===== src/evad_pkg.sv =====
// Shared types, register codes and constants for the energy voice activity detector.
// Used by the top level and evad_div; depends on nothing.
package evad_pkg;

	localparam int MAX_FRAME = 1024;
	localparam int CNT_W     = $clog2(MAX_FRAME + 1);
	localparam int ENERGY_W  = 30 + CNT_W;
	localparam int DIV_W     = ENERGY_W + 20;
	localparam int X_W       = DIV_W + 1;
	localparam int E_W       = $clog2(X_W);

	localparam logic [7:0] REG_THRESHOLD = 8'd0;
	localparam logic [7:0] REG_MIN_LEVEL = 8'd1;
	localparam logic [7:0] REG_CAL_COUNT = 8'd2;
	localparam logic [7:0] REG_SMOOTHING = 8'd3;

	typedef enum logic [4:0] {
		ST_IDLE, ST_SQ, ST_ACC, ST_DIV1, ST_DIV1W, ST_NORM, ST_LSQ, ST_LCHK,
		ST_LMUL, ST_LRND, ST_DEC, ST_FUP1, ST_FUP2, ST_FUP3, ST_SIG1, ST_SIG2,
		ST_PWM, ST_PWR, ST_DIV2, ST_DIV2W, ST_PSC1, ST_PSC2, ST_OUT
	} state_t;

	typedef struct packed {
		logic             start;
		logic [DIV_W-1:0] dividend;
		logic [31:0]      divisor;
	} div_req_t;

	typedef struct packed {
		logic             done;
		logic [DIV_W-1:0] quotient;
	} div_rsp_t;

	function automatic logic [63:0] isqrt64(input logic [63:0] x);
		logic [63:0] r, v, b;
		r = '0;
		v = x;
		b = 64'h4000_0000_0000_0000;
		for (int i = 0; i < 32; i++) begin
			if (v >= r + b) begin
				v = v - (r + b);
				r = (r >> 1) + b;
			end else begin
				r = r >> 1;
			end
			b = b >> 2;
		end
		return r;
	endfunction

	// 2^(2^(k-16)) in Q30, chained roots as the fraction builder needs them
	function automatic logic [31:0] pow2_root(input int k);
		logic [63:0] c;
		c = isqrt64(64'h2000_0000_0000_0000);
		for (int j = 15; j > k; j--)
			c = isqrt64(c << 30);
		return c[31:0];
	endfunction

	localparam logic [31:0] ROOT_TAB [0:15] = '{
		pow2_root(0), pow2_root(1), pow2_root(2), pow2_root(3),
		pow2_root(4), pow2_root(5), pow2_root(6), pow2_root(7),
		pow2_root(8), pow2_root(9), pow2_root(10), pow2_root(11),
		pow2_root(12), pow2_root(13), pow2_root(14), pow2_root(15)
	};

endpackage


===== src/energy_voice_activity_detector.sv =====
// Energy voice activity detector: squares and sums samples over a frame and, on the
// last beat, reports level, noise floor, SNR, decision and probability in one beat.
// Each sample is squared on the shared multiplier, then accumulated. A frame end adds a
// bit-serial division, normalizing shifts and log2 squaring and, once calibration is
// over, a second bit-serial division, preceded by the 2^-u product chain when the
// fraction of u is not zero, plus any output stall. Input is held off while a frame
// end is being worked on.
// Depends on evad_pkg, evad_mul and evad_div.
module energy_voice_activity_detector (
	input  logic        clk,
	input  logic        arst_n,
	input  logic        s_tvalid,
	output logic        s_tready,
	input  logic [15:0] s_tdata,   // [15:0] sample
	input  logic        s_tlast,   // frame_end
	output logic        m_tvalid,
	input  logic        m_tready,
	output logic [71:0] m_tdata,   // [15:0] probability, [32:16] level_dbfs,
	                               // [49:33] noise_floor_dbfs, [66:50] snr_db, rest 0
	output logic [1:0]  m_tuser,   // [0] voice_active, [1] frame_overflow
	input  logic        cfg_valid,
	output logic        cfg_ready,
	input  logic [7:0]  cfg_index,
	input  logic [16:0] cfg_data
);
	import evad_pkg::*;

	state_t state_q, state_d;

	logic signed [15:0] thr_q;
	logic signed [16:0] minl_q;
	logic [7:0]         cal_q;
	logic [15:0]        alpha_q;

	logic [ENERGY_W-1:0] energy_q;
	logic [CNT_W-1:0]    count_q;
	logic                ovf_q;
	logic signed [16:0]  floor_q;
	logic [7:0]          fcal_q;

	logic signed [15:0] sample_q;
	logic               fend_q;
	logic [X_W-1:0]     x_q;
	logic [E_W-1:0]     e_q;
	logic [30:0]        m_q;
	logic [15:0]        frac_q;
	logic [3:0]         k_q;
	logic signed [16:0] level_q;
	logic signed [17:0] snr_q;
	logic signed [18:0] d_q;
	logic               active_q;
	logic               below_q;
	logic signed [35:0] acc_q;
	logic [4:0]         ui_q;
	logic               ufz_q;
	logic [15:0]        f_q;
	logic [31:0]        r_q;
	logic [16:0]        prob_q;

	logic [71:0] out_data_q;
	logic [1:0]  out_user_q;
	logic        out_valid_q;

	logic signed [32:0] mul_a, mul_b;
	logic signed [65:0] prod;
	div_req_t           dreq;
	div_rsp_t           drsp;

	logic               in_acc;
	logic               out_free;
	logic [31:0]        lsq_t;
	logic signed [7:0]  e_rel;
	logic signed [23:0] rel;
	logic signed [41:0] lv;
	logic signed [17:0] snr_c;
	logic signed [35:0] fsum;
	logic signed [19:0] fl_c;
	logic [18:0]        ad;
	logic [25:0]        u_raw;
	logic [20:0]        u_cap;
	logic [31:0]        g;
	logic [31:0]        den;
	logic [47:0]        num;
	logic [16:0]        pscaled;

	evad_mul u_mul (.clk(clk), .op_a(mul_a), .op_b(mul_b), .prod(prod));
	evad_div u_div (.clk(clk), .arst_n(arst_n), .req(dreq), .rsp(drsp));

	assign s_tready  = (state_q == ST_IDLE);
	assign in_acc    = s_tvalid && s_tready;
	assign out_free  = !out_valid_q || m_tready;
	assign cfg_ready = 1'b1;
	assign m_tvalid  = out_valid_q;
	assign m_tdata   = out_data_q;
	assign m_tuser   = out_user_q;

	// datapath helpers
	assign lsq_t = prod[61:30];
	assign e_rel = 8'($signed({1'b0, e_q})) - 8'sd50;
	assign rel   = {e_rel, frac_q};
	assign lv    = 42'((prod + 66'sd8388608) >>> 24);
	assign snr_c = 18'(level_q) - 18'(floor_q);
	assign fsum  = acc_q + prod[35:0];
	assign fl_c  = 20'((fsum + 36'sd32768) >>> 16);
	assign ad    = d_q[18] ? 19'(-d_q) : 19'(d_q);
	assign u_raw = 26'((prod[33:0] + 34'd128) >> 8);
	assign u_cap = (u_raw > 26'd1310720) ? 21'd1310720 : u_raw[20:0];
	assign g     = r_q >> ({1'b0, ui_q} + {5'd0, !ufz_q});
	assign den   = 32'h4000_0000 + g;
	assign num   = (d_q[18] || d_q == '0) ? ({g, 16'd0} + {17'd0, den[31:1]})
	                                       : (48'h4000_0000_0000 + {17'd0, den[31:1]});
	assign pscaled = prod[32:16];

	always_ff @(posedge clk or negedge arst_n) begin
		if (!arst_n)
			state_q <= ST_IDLE;
		else
			state_q <= state_d;
	end

	always_comb begin
		state_d       = state_q;
		mul_a         = '0;
		mul_b         = '0;
		dreq.start    = 1'b0;
		dreq.dividend = '0;
		dreq.divisor  = '0;
		unique case (state_q)
			ST_IDLE: begin
				if (in_acc) begin
					if (count_q < CNT_W'(MAX_FRAME))
						state_d = ST_SQ;
					else if (s_tlast)
						state_d = ST_DIV1;
				end
			end
			ST_SQ: begin
				mul_a   = 33'(sample_q);
				mul_b   = 33'(sample_q);
				state_d = ST_ACC;
			end
			ST_ACC: state_d = fend_q ? ST_DIV1 : ST_IDLE;
			ST_DIV1: begin
				dreq.start    = 1'b1;
				dreq.dividend = {energy_q, 20'd0};
				dreq.divisor  = (count_q == '0) ? 32'd1 : 32'(count_q);
				state_d       = ST_DIV1W;
			end
			ST_DIV1W: if (drsp.done) state_d = ST_NORM;
			ST_NORM: if (x_q[X_W-1]) state_d = ST_LSQ;
			ST_LSQ: begin
				mul_a   = 33'({2'b0, m_q});
				mul_b   = 33'({2'b0, m_q});
				state_d = ST_LCHK;
			end
			ST_LCHK: state_d = (k_q == '0) ? ST_LMUL : ST_LSQ;
			ST_LMUL: begin
				mul_a   = 33'(rel);
				mul_b   = 33'sd197283;
				state_d = ST_LRND;
			end
			ST_LRND: state_d = ST_DEC;
			ST_DEC: begin
				if (fcal_q < cal_q)
					state_d = ST_OUT;
				else if (level_q >= minl_q && snr_c >= 18'(thr_q))
					state_d = ST_SIG1;
				else
					state_d = ST_FUP1;
			end
			ST_FUP1: begin
				mul_a   = 33'({1'b0, alpha_q});
				mul_b   = 33'(floor_q);
				state_d = ST_FUP2;
			end
			ST_FUP2: begin
				mul_a   = 33'(17'h10000 - {1'b0, alpha_q});
				mul_b   = 33'(level_q);
				state_d = ST_FUP3;
			end
			ST_FUP3: state_d = ST_SIG1;
			ST_SIG1: begin
				mul_a   = 33'({1'b0, ad});
				mul_b   = 33'sd31516;
				state_d = ST_SIG2;
			end
			ST_SIG2: state_d = (u_cap[15:0] == '0) ? ST_DIV2 : ST_PWM;
			ST_PWM: begin
				mul_a   = 33'({1'b0, r_q});
				mul_b   = f_q[k_q] ? 33'({1'b0, ROOT_TAB[k_q]}) : 33'sh4000_0000;
				state_d = ST_PWR;
			end
			ST_PWR: state_d = (k_q == '0) ? ST_DIV2 : ST_PWM;
			ST_DIV2: begin
				dreq.start    = 1'b1;
				dreq.dividend = DIV_W'(num);
				dreq.divisor  = den;
				state_d       = ST_DIV2W;
			end
			ST_DIV2W: if (drsp.done) state_d = below_q ? ST_PSC1 : ST_OUT;
			ST_PSC1: begin
				mul_a   = 33'({16'd0, prob_q});
				mul_b   = 33'sd26214;
				state_d = ST_PSC2;
			end
			ST_PSC2: state_d = ST_OUT;
			ST_OUT: if (out_free) state_d = ST_IDLE;
			default: state_d = ST_IDLE;
		endcase
	end

	// configuration and control state
	always_ff @(posedge clk or negedge arst_n) begin
		if (!arst_n) begin
			thr_q       <= 16'sd1536;
			minl_q      <= -17'sd12800;
			cal_q       <= 8'd10;
			alpha_q     <= 16'd62259;
			energy_q    <= '0;
			count_q     <= '0;
			ovf_q       <= 1'b0;
			floor_q     <= '0;
			fcal_q      <= '0;
			out_valid_q <= 1'b0;
		end else begin
			if (cfg_valid && cfg_ready) begin
				unique case (cfg_index)
					REG_THRESHOLD: thr_q   <= cfg_data[15:0];
					REG_MIN_LEVEL: minl_q  <= cfg_data;
					REG_CAL_COUNT: cal_q   <= cfg_data[7:0];
					REG_SMOOTHING: alpha_q <= cfg_data[15:0];
					default: ;
				endcase
			end
			// a new beat loaded in ST_OUT takes the place of the one leaving
			if (out_valid_q && m_tready && state_q != ST_OUT)
				out_valid_q <= 1'b0;
			unique case (state_q)
				ST_IDLE: if (in_acc && !(count_q < CNT_W'(MAX_FRAME))) ovf_q <= 1'b1;
				ST_ACC: begin
					energy_q <= energy_q + ENERGY_W'(prod[30:0]);
					count_q  <= count_q + 1'b1;
				end
				ST_DEC: begin
					if (fcal_q < cal_q) begin
						if (fcal_q == '0 || level_q > floor_q)
							floor_q <= level_q;
						fcal_q <= fcal_q + 1'b1;
					end
				end
				ST_FUP3: floor_q <= fl_c[16:0];
				ST_OUT: begin
					if (out_free) begin
						out_valid_q <= 1'b1;
						energy_q    <= '0;
						count_q     <= '0;
						ovf_q       <= 1'b0;
					end
				end
				default: ;
			endcase
		end
	end

	// datapath registers
	always_ff @(posedge clk) begin
		unique case (state_q)
			ST_IDLE: begin
				if (in_acc) begin
					sample_q <= s_tdata;
					fend_q   <= s_tlast;
				end
			end
			ST_DIV1W: begin
				x_q <= X_W'(drsp.quotient) + X_W'(1126);
				e_q <= E_W'(X_W - 1);
			end
			ST_NORM: begin
				if (x_q[X_W-1]) begin
					m_q    <= x_q[X_W-1 -: 31];
					frac_q <= '0;
					k_q    <= 4'd15;
				end else begin
					x_q <= {x_q[X_W-2:0], 1'b0};
					e_q <= e_q - 1'b1;
				end
			end
			ST_LCHK: begin
				if (lsq_t[31]) begin
					m_q         <= lsq_t[31:1];
					frac_q[k_q] <= 1'b1;
				end else begin
					m_q <= lsq_t[30:0];
				end
				k_q <= k_q - 1'b1;
			end
			ST_LRND: begin
				if (lv < -42'sd46080)
					level_q <= -17'sd46080;
				else if (lv > 42'sd2048)
					level_q <= 17'sd2048;
				else
					level_q <= lv[16:0];
			end
			ST_DEC: begin
				snr_q    <= (fcal_q < cal_q) ? 18'sd0 : snr_c;
				d_q      <= 19'(snr_c) - 19'(thr_q);
				active_q <= (fcal_q >= cal_q) && level_q >= minl_q && snr_c >= 18'(thr_q);
				below_q  <= level_q < minl_q;
				prob_q   <= '0;
			end
			ST_FUP2: acc_q <= prod[35:0];
			ST_SIG2: begin
				ui_q  <= u_cap[20:16];
				ufz_q <= (u_cap[15:0] == '0);
				f_q   <= 16'(17'h10000 - {1'b0, u_cap[15:0]});
				r_q   <= 32'h4000_0000;
				k_q   <= 4'd15;
			end
			ST_PWR: begin
				r_q <= prod[61:30];
				k_q <= k_q - 1'b1;
			end
			ST_DIV2W: if (drsp.done) prob_q <= drsp.quotient[16:0];
			ST_PSC2: prob_q <= pscaled;
			ST_OUT: begin
				if (out_free) begin
					out_data_q <= {5'd0, snr_q[16:0], floor_q, level_q,
					               prob_q[16] ? 16'hFFFF : prob_q[15:0]};
					out_user_q <= {ovf_q, active_q};
				end
			end
			default: ;
		endcase
	end
endmodule


===== src/evad_mul.sv =====
// Shared signed multiplier with registered product.
// Depends on nothing; operands are set by the sequencer in the top level.
module evad_mul (
	input  logic               clk,
	input  logic signed [32:0] op_a,
	input  logic signed [32:0] op_b,
	output logic signed [65:0] prod
);
	logic signed [65:0] prod_q;

	always_ff @(posedge clk) begin
		prod_q <= op_a * op_b;
	end

	assign prod = prod_q;
endmodule


===== src/evad_div.sv =====
// Restoring divider, one quotient bit per cycle.
// Depends on evad_pkg for widths and the request/response structs.
module evad_div (
	input  logic               clk,
	input  logic               arst_n,
	input  evad_pkg::div_req_t req,
	output evad_pkg::div_rsp_t rsp
);
	import evad_pkg::*;

	localparam int CW = $clog2(DIV_W);

	logic [DIV_W-1:0] dvd_q;
	logic [31:0]      dsr_q;
	logic [32:0]      rem_q;
	logic [CW-1:0]    cnt_q;
	logic             busy_q;
	logic             done_q;
	logic [32:0]      rem_sh;
	logic             qbit;

	assign rem_sh = {rem_q[31:0], dvd_q[DIV_W-1]};
	assign qbit   = rem_sh >= {1'b0, dsr_q};

	always_ff @(posedge clk or negedge arst_n) begin
		if (!arst_n) begin
			busy_q <= 1'b0;
			done_q <= 1'b0;
			cnt_q  <= '0;
		end else if (req.start) begin
			busy_q <= 1'b1;
			done_q <= 1'b0;
			cnt_q  <= '0;
		end else if (busy_q) begin
			cnt_q <= cnt_q + 1'b1;
			if (cnt_q == CW'(DIV_W - 1)) begin
				busy_q <= 1'b0;
				done_q <= 1'b1;
			end
		end else begin
			done_q <= 1'b0;
		end
	end

	always_ff @(posedge clk) begin
		if (req.start) begin
			dvd_q <= req.dividend;
			dsr_q <= req.divisor;
			rem_q <= '0;
		end else if (busy_q) begin
			rem_q <= qbit ? (rem_sh - {1'b0, dsr_q}) : rem_sh;
			dvd_q <= {dvd_q[DIV_W-2:0], qbit};
		end
	end

	assign rsp.done     = done_q;
	assign rsp.quotient = dvd_q;
endmodule

===== config.mk =====
export PLATFORM = sky130hd
export DESIGN_NAME = energy_voice_activity_detector
export DESIGN_NICKNAME = d
export VERILOG_FILES = /design/src/evad_pkg.sv /design/src/energy_voice_activity_detector.sv /design/src/evad_mul.sv /design/src/evad_div.sv
export SDC_FILE = /design/constraint.sdc
export NUM_CORES = 2
export LEC_CHECK = 0
export BUFFER_PORTS_ARGS = -buffer_cell sky130_fd_sc_hd__buf_4
export CORE_AREA = 2 2 434 307
export DETAILED_ROUTE_END_ITERATION = 8
export DIE_AREA = 0 0 436 309
export GPL_ROUTABILITY_DRIVEN = 0
export PLACE_DENSITY = 0.79
export SYNTH_ARGS = -nofsm -noshare
export SYNTH_HDL_FRONTEND = slang
export SYNTH_SLANG_ARGS = --single-unit

===== constraint.sdc =====
create_clock -name clk -period 14.1 [get_ports clk]
set_clock_uncertainty 0.2 [all_clocks]
set_input_delay 0 -clock clk [delete_from_list [all_inputs] [get_ports clk]]
set_output_delay 0 -clock clk [all_outputs]
set_load 0.01 [all_outputs]

## After elaboration in Yosys (flattened, before gate mapping)

Memory sizes are Yosys's and may differ from the RTL's.
Cells that the tools add are included.

- Shift-type cells: 1
- Bitwise operators: 2
- Add/subtract/negate cells: 22
- Reduce and logical (&&, ||, !) cells: 48
- Multiply operators: 1
- Equality and inequality tests: 39
- Magnitude comparators: 14
- Muxes and demuxes: 69

Operator list:

| operator | number |
|---|---|
| 33-bit case mux with 8 select lines | 2 |
| 94-bit case mux with 2 select lines | 1 |
| 32-bit two-way mux | 4 |
| 62-bit case mux with 2 select lines | 1 |
| 61-bit two-way mux | 2 |
| 5-bit case mux with 23 select lines | 1 |
| 41-bit case mux with 2 select lines | 1 |
| 17-bit two-way mux | 4 |
| 66-bit by 25-bit adder with 66-bit output (second input constant) | 1 |
| 33-bit by 33-bit multiplier with 66-bit output | 1 |
| 32-bit case mux with 2 select lines | 1 |
| 61-bit by 11-bit adder with 62-bit output (second input constant) | 1 |
| 31-bit two-way mux | 2 |
| 62-bit two-way mux | 1 |
| 31-bit case mux with 2 select lines | 1 |
| 17-bit case mux with 3 select lines | 1 |
| 47-bit by 31-bit adder with 48-bit output (first input constant) | 1 |
| 48-bit by 31-bit adder with 48-bit output | 1 |
| 16-bit two-way mux | 3 |
| 48-bit two-way mux | 1 |
| 42-bit by 13-bit > comparator with 1-bit output (second input constant) | 1 |
| 42-bit by 17-bit less-than comparator with 1-bit output (second input constant) | 1 |
| 41-bit by 31-bit adder with 41-bit output | 1 |
| 41-bit two-way mux | 1 |
| 76 further kinds | 161 |

- Memory bits (read-only): 512
- Register bits: 704
- Memories: 1
- Output and inout port bits: 77

Memories:

| name | depth | width | read ports | clocked after memory_dff | write ports | RTL line | RTL |
|---|---|---|---|---|---|---|---|
| (name not given) | 16 | 32 | 1 | 0 | 0 | energy_voice_activity_detector.sv:190 | `mul_b = f_q[k_q] ? 33'({1'b0, ROOT_TAB[k_q]}) : 33'sh4000_0000;` |

## Logic depth before layout (Yosys ltp)

- Depth in word-level cells: 8
- Mapped depth: 38
- Mapped depth without buffers: 36

## Modules after synthesis

A second synthesis with hierarchy kept.

- Cells, all modules: 8543
- Area, all modules: 82303.9 um^2

By module, submodules not included:

| module | area each (um^2) | cells an instance | times used |
|---|---|---|---|
| evad_mul | 40283.6 | 4277 | 1 |
| energy_voice_activity_detector | 34692.0 | 3616 | 1 |
| evad_div | 7328.3 | 650 | 1 |

## Worst setup path before layout

OpenSTA, ideal clock, no wires.

- Path type: register to register
- Start: register state_q[1]
- End: register u_mul.prod_q[62], in the netlist u_mul.prod[62]
- Library setup time: 0.072 ns
- Data required time: 13.828 ns
- Slack: 3.308 ns
- Arrival: 10.521 ns
- Stages on the path, launching flop included: 36
- Period minus slack after synthesis: 10.792 ns
- Path buffers: 6
- Cell sequence: dfrtp_1 -> clkbuf_1 -> nor3_1 -> nand3_1 -> inv_1 -> clkbuf_1 -> buf_1 -> clkbuf_1 -> o21ai_1 -> nand3_1 -> clkbuf_1 -> nand2_1 -> fa_1 -> inv_1 -> fa_1 -> inv_1 -> fa_1 -> fa_1 -> fa_1 -> inv_1 -> fa_1 -> fa_1 -> inv_1 -> fa_1 -> inv_1 -> ha_1 -> clkbuf_1 -> nand3_1 -> nor2_1 -> nand4_1 -> and4b_1 -> o31ai_1 -> o31ai_1 -> a31oi_1 -> o31ai_1 -> xor2_1

- Cells in the longest elaborated chain, start to end: 3
- Elaborated cells on any way between the ends: 11

RTL lines:

| element | RTL line | RTL |
|---|---|---|
| start: declaration | energy_voice_activity_detector.sv:28 | `state_t state_q, state_d;` |
| start signal: assignment | energy_voice_activity_detector.sv:118 | `state_q <= state_d;` |
| 5-bit == test (tied with other cells) | energy_voice_activity_detector.sv:128 | `unique case (state_q)` |
| 33-bit case mux with 8 select lines | energy_voice_activity_detector.sv:128 |  |
| 33-bit by 33-bit multiplier with 66-bit output * | evad_mul.sv:12 | `prod_q <= op_a * op_b;` |
| end signal: assignment | evad_mul.sv:12 |  |
| end: declaration | evad_mul.sv:9 | `logic signed [65:0] prod_q;` |

Every way passes the cells marked *; elsewhere a longest branch is shown, timed or not.
A chain may end at the register's enable or synchronous reset.

## Worst setup path after layout

- Start: register state_q[1]
- End: register u_mul.prod_q[65], in the netlist u_mul.prod[65]

The elaborated chain is that of the path after synthesis.

==> metrics.txt <==
Critical Path AT=14.12 ns; first-pass GRT wire length=410000 um; reg-to-reg startpoint=state_q[1]; design area=86600 um^2; Yosys reg bits=704; Root Buffer Master=clkbuf_16; Antenna Nets Post-Route=0; Mapped Area=80300 um^2; Final period util=97.7%; Fin. Hold Viols=0; Hold/Removal Path Class=input port to flop; max_cap viols=0; Seq pwr share=18.4%; Crit Path Class=flop to flop; Net Sw Frac=54.1%; number of flops mapped to enable cells by yosys=457; CTS max path bufs=3; Multi-input gate area=54200 um^2; layout cell share with drive strength beyond 1=6.75%; Startpoint Class=flop; RSZ-0062 raised after global routing=no; Place WS=1.29 ns; # fillers=9932; final setup fails=0; Clock power frac=10.2%; most frequently used flop master after synthesis=edfxtp_1; Die X=436 um; cell repeated most along the worst path=fa_1; sequential cell area fraction in the yosys report=24.2%; Via density=6.49; most frequent cells in the layout=1407 x inv_1, 1164 x nand2_1, 1150 x fa_1, 563 x nor2_1, 457 x edfxtp_1; final wirelength=271000 um; P_int=8.96 mW; Overall Global Routing Usage=40.6%; total gr overflow=0; final hold slack=0.129 ns; clock slew seen by the registers of the worst setup and hold paths=0.07 ns; initial antenna violation count=15; Sw Pwr=10.5 mW; FMAX=0.0726 GHz; num rows=111; Sink Count=704; CTS H-Tree Depth=3; status=complete, but fails checks; via count=67400; Max stage delay cell, worst path=a221oi_1; Final HPWL DP=205000 um; actual slew at the worst max-slew pin=1.48 ns; clock latency at the later pin of the worst-skew pair=0.68 ns; crit path capture type=flop; cell count after synthesis=8522; Synthesis Warnings=0; synth unique cells=90; input/output buffers=117; slowest stage delay, CP=1.29 ns; number of global-route vias before repair=67300; register area=19400 um^2; drt pass-1 iters=9; syn_area_per_cell=9.42 um^2; failing checks=DRC; area of the core=130000 um^2; Setup TNS Final=0 ns; fin crit period=13.77 ns; Worst Setup SP=state_q[1]; crit-path max FO=32; Finished Layout Cells=10400; Slew Limit Fails=0; Boundary Pins=124; Placed Area=83200 um^2; dpl cells=10100; Die ar.=135000 um^2; die height=309 um; commonest non-fill, non-tap cell in the layout=inv_1; Pwr Total=19.5 mW; Final WS setup=0.329 ns; P_leak=39.6 nW; Power Dens Cells=225 nW/um^2; Slew headroom=1.45%; Hold Startpoint=m_tready; largest net degree at the start of global routing=102; Async SR Flop Fraction=21.2%; CP required=14.45 ns; Nets=10200; wire length per cell=26.2 um; Comb power frac=71.4%; CTS tree=built; Initial Utilization=61.6%; Peak supply drop=0.385 mV; P&R area growth vs syn=7.96%; First DRT Iteration DRCs=11300; fin util=66.5%; DRC Markers=70; CTS Buf Count=67
==> final timing paths <==
path / end / slack [ns] / cells after the start
hold / removal: m_tvalid / 0.13 / 4
min in group asynchronous: energy_q[26] / 0.35 / 4
hold reg to reg: m_tdata[56] / 0.22 / 0
setup / recovery: u_mul.prod[65] / 0.33 / 30
setup reg to reg: u_mul.prod[65] / 0.33 / 30
max in group asynchronous: floor_q[16] / 12.43 / 4
==> layer usage <==
| layer | share of wire (%) | vias to the layer above | track usage (%) |
|---|---|---|---|
| met5 | 0.15 | - | 1.51 |
| met4 | 7.3 | 26 | 22.5 |
| met3 | 18 | 1288 | 18.8 |
| met2 | 39 | 5635 | 55.5 |
| met1 | 35 | 32500 | 53.3 |
| li1 | - | 27900 | - |
==> registers in the layout, summed over array words and instances, names as in the netlist, 17 cells and up <==
signal       cells
acc_q           33
d_q             19
energy_q        41
floor_q         17
level_q         17
m_q             31
m_tdata         67
minl_q          17
prob_q          17
r_q             32
snr_q           17
u_div.dsr_q     32
u_div.dvd_q     61
u_div.rem_q     32
u_mul.prod      66
x_q             62
==> kinds of logic after synthesis <==
family          share of synthesized area (%)
compound gates                           10.7
xor+xnor                                 3.96
fa+ha+maj                                35.6
buf+inv                                  8.64
flops                                    24.2
mux                                      2.82
other cells                           0.00936
simple gates                             14.0
==> synthesized netlist by cell type, types with 55 or more instances <==
cell / number / share of area [%]
edfxtp_1: 457 / 17
xnor2_1: 192 / 2.1
clkbuf_1: 366 / 1.7
mux2i_1: 117 / 1.5
nand4_1: 93 / 0.72
and2_1: 144 / 1.1
nor2_1: 568 / 2.7
dfrtp_1: 129 / 4.0
a31oi_1: 69 / 0.54
inv_1: 1411 / 6.6
a21o_1: 115 / 1.1
nand2_1: 1165 / 5.4
dfxtp_1: 98 / 2.4
xor2_1: 164 / 1.8
a22o_1: 55 / 0.60
ha_1: 444 / 6.9
o21ai_0: 296 / 1.8
fa_1: 1150 / 29
and3_1: 69 / 0.54
a21oi_1: 359 / 2.2
nor3_1: 79 / 0.49
nand3_1: 154 / 0.96
==> final cells by class <==
cell class,instances,share of cell area (%)
flip-flops and latches,704,22.4
inverters,1414,6.13
repair buffers,386,3.67
clock buffers,79,2.08
multi-input cells,5989,62.5
diodes,6,0.0173
clock inverters,44,0.601
well taps,1751,2.53
==> repair_timing <==
item | in CTS | in global routing
setup buffers | 0 | 0
resized for setup | 0 | 0
hold buffers | 104 | 0
endpoints found under the hold margin | 157 | 0
==> worst max-delay path, delay by kind of cell, from the launching register on <==
family	cells	cell delay (ns)
fa+ha+maj	9	4.57
compound gates	8	4.20
simple gates	7	2.12
buf+inv	5	1.55
flops	1	0.84
xor+xnor	1	0.12
==> power groups by stage <==
| stage | registers, mW | clock network [mW] | logic (mW) |
|---|---|---|---|
| final | 3.58 | 1.98 | 13.9 |
| after global routing | 3.58 | 2.05 | 15.1 |
| after CTS | 3.51 | 1.97 | 13.5 |
| after detailed placement | 3.54 | 0 | 13.3 |
| after global placement | 3.53 | 0 | 12.9 |
| after floorplan | 3.22 | 0 | 9.42 |
(Power assumes the default switching activity.)
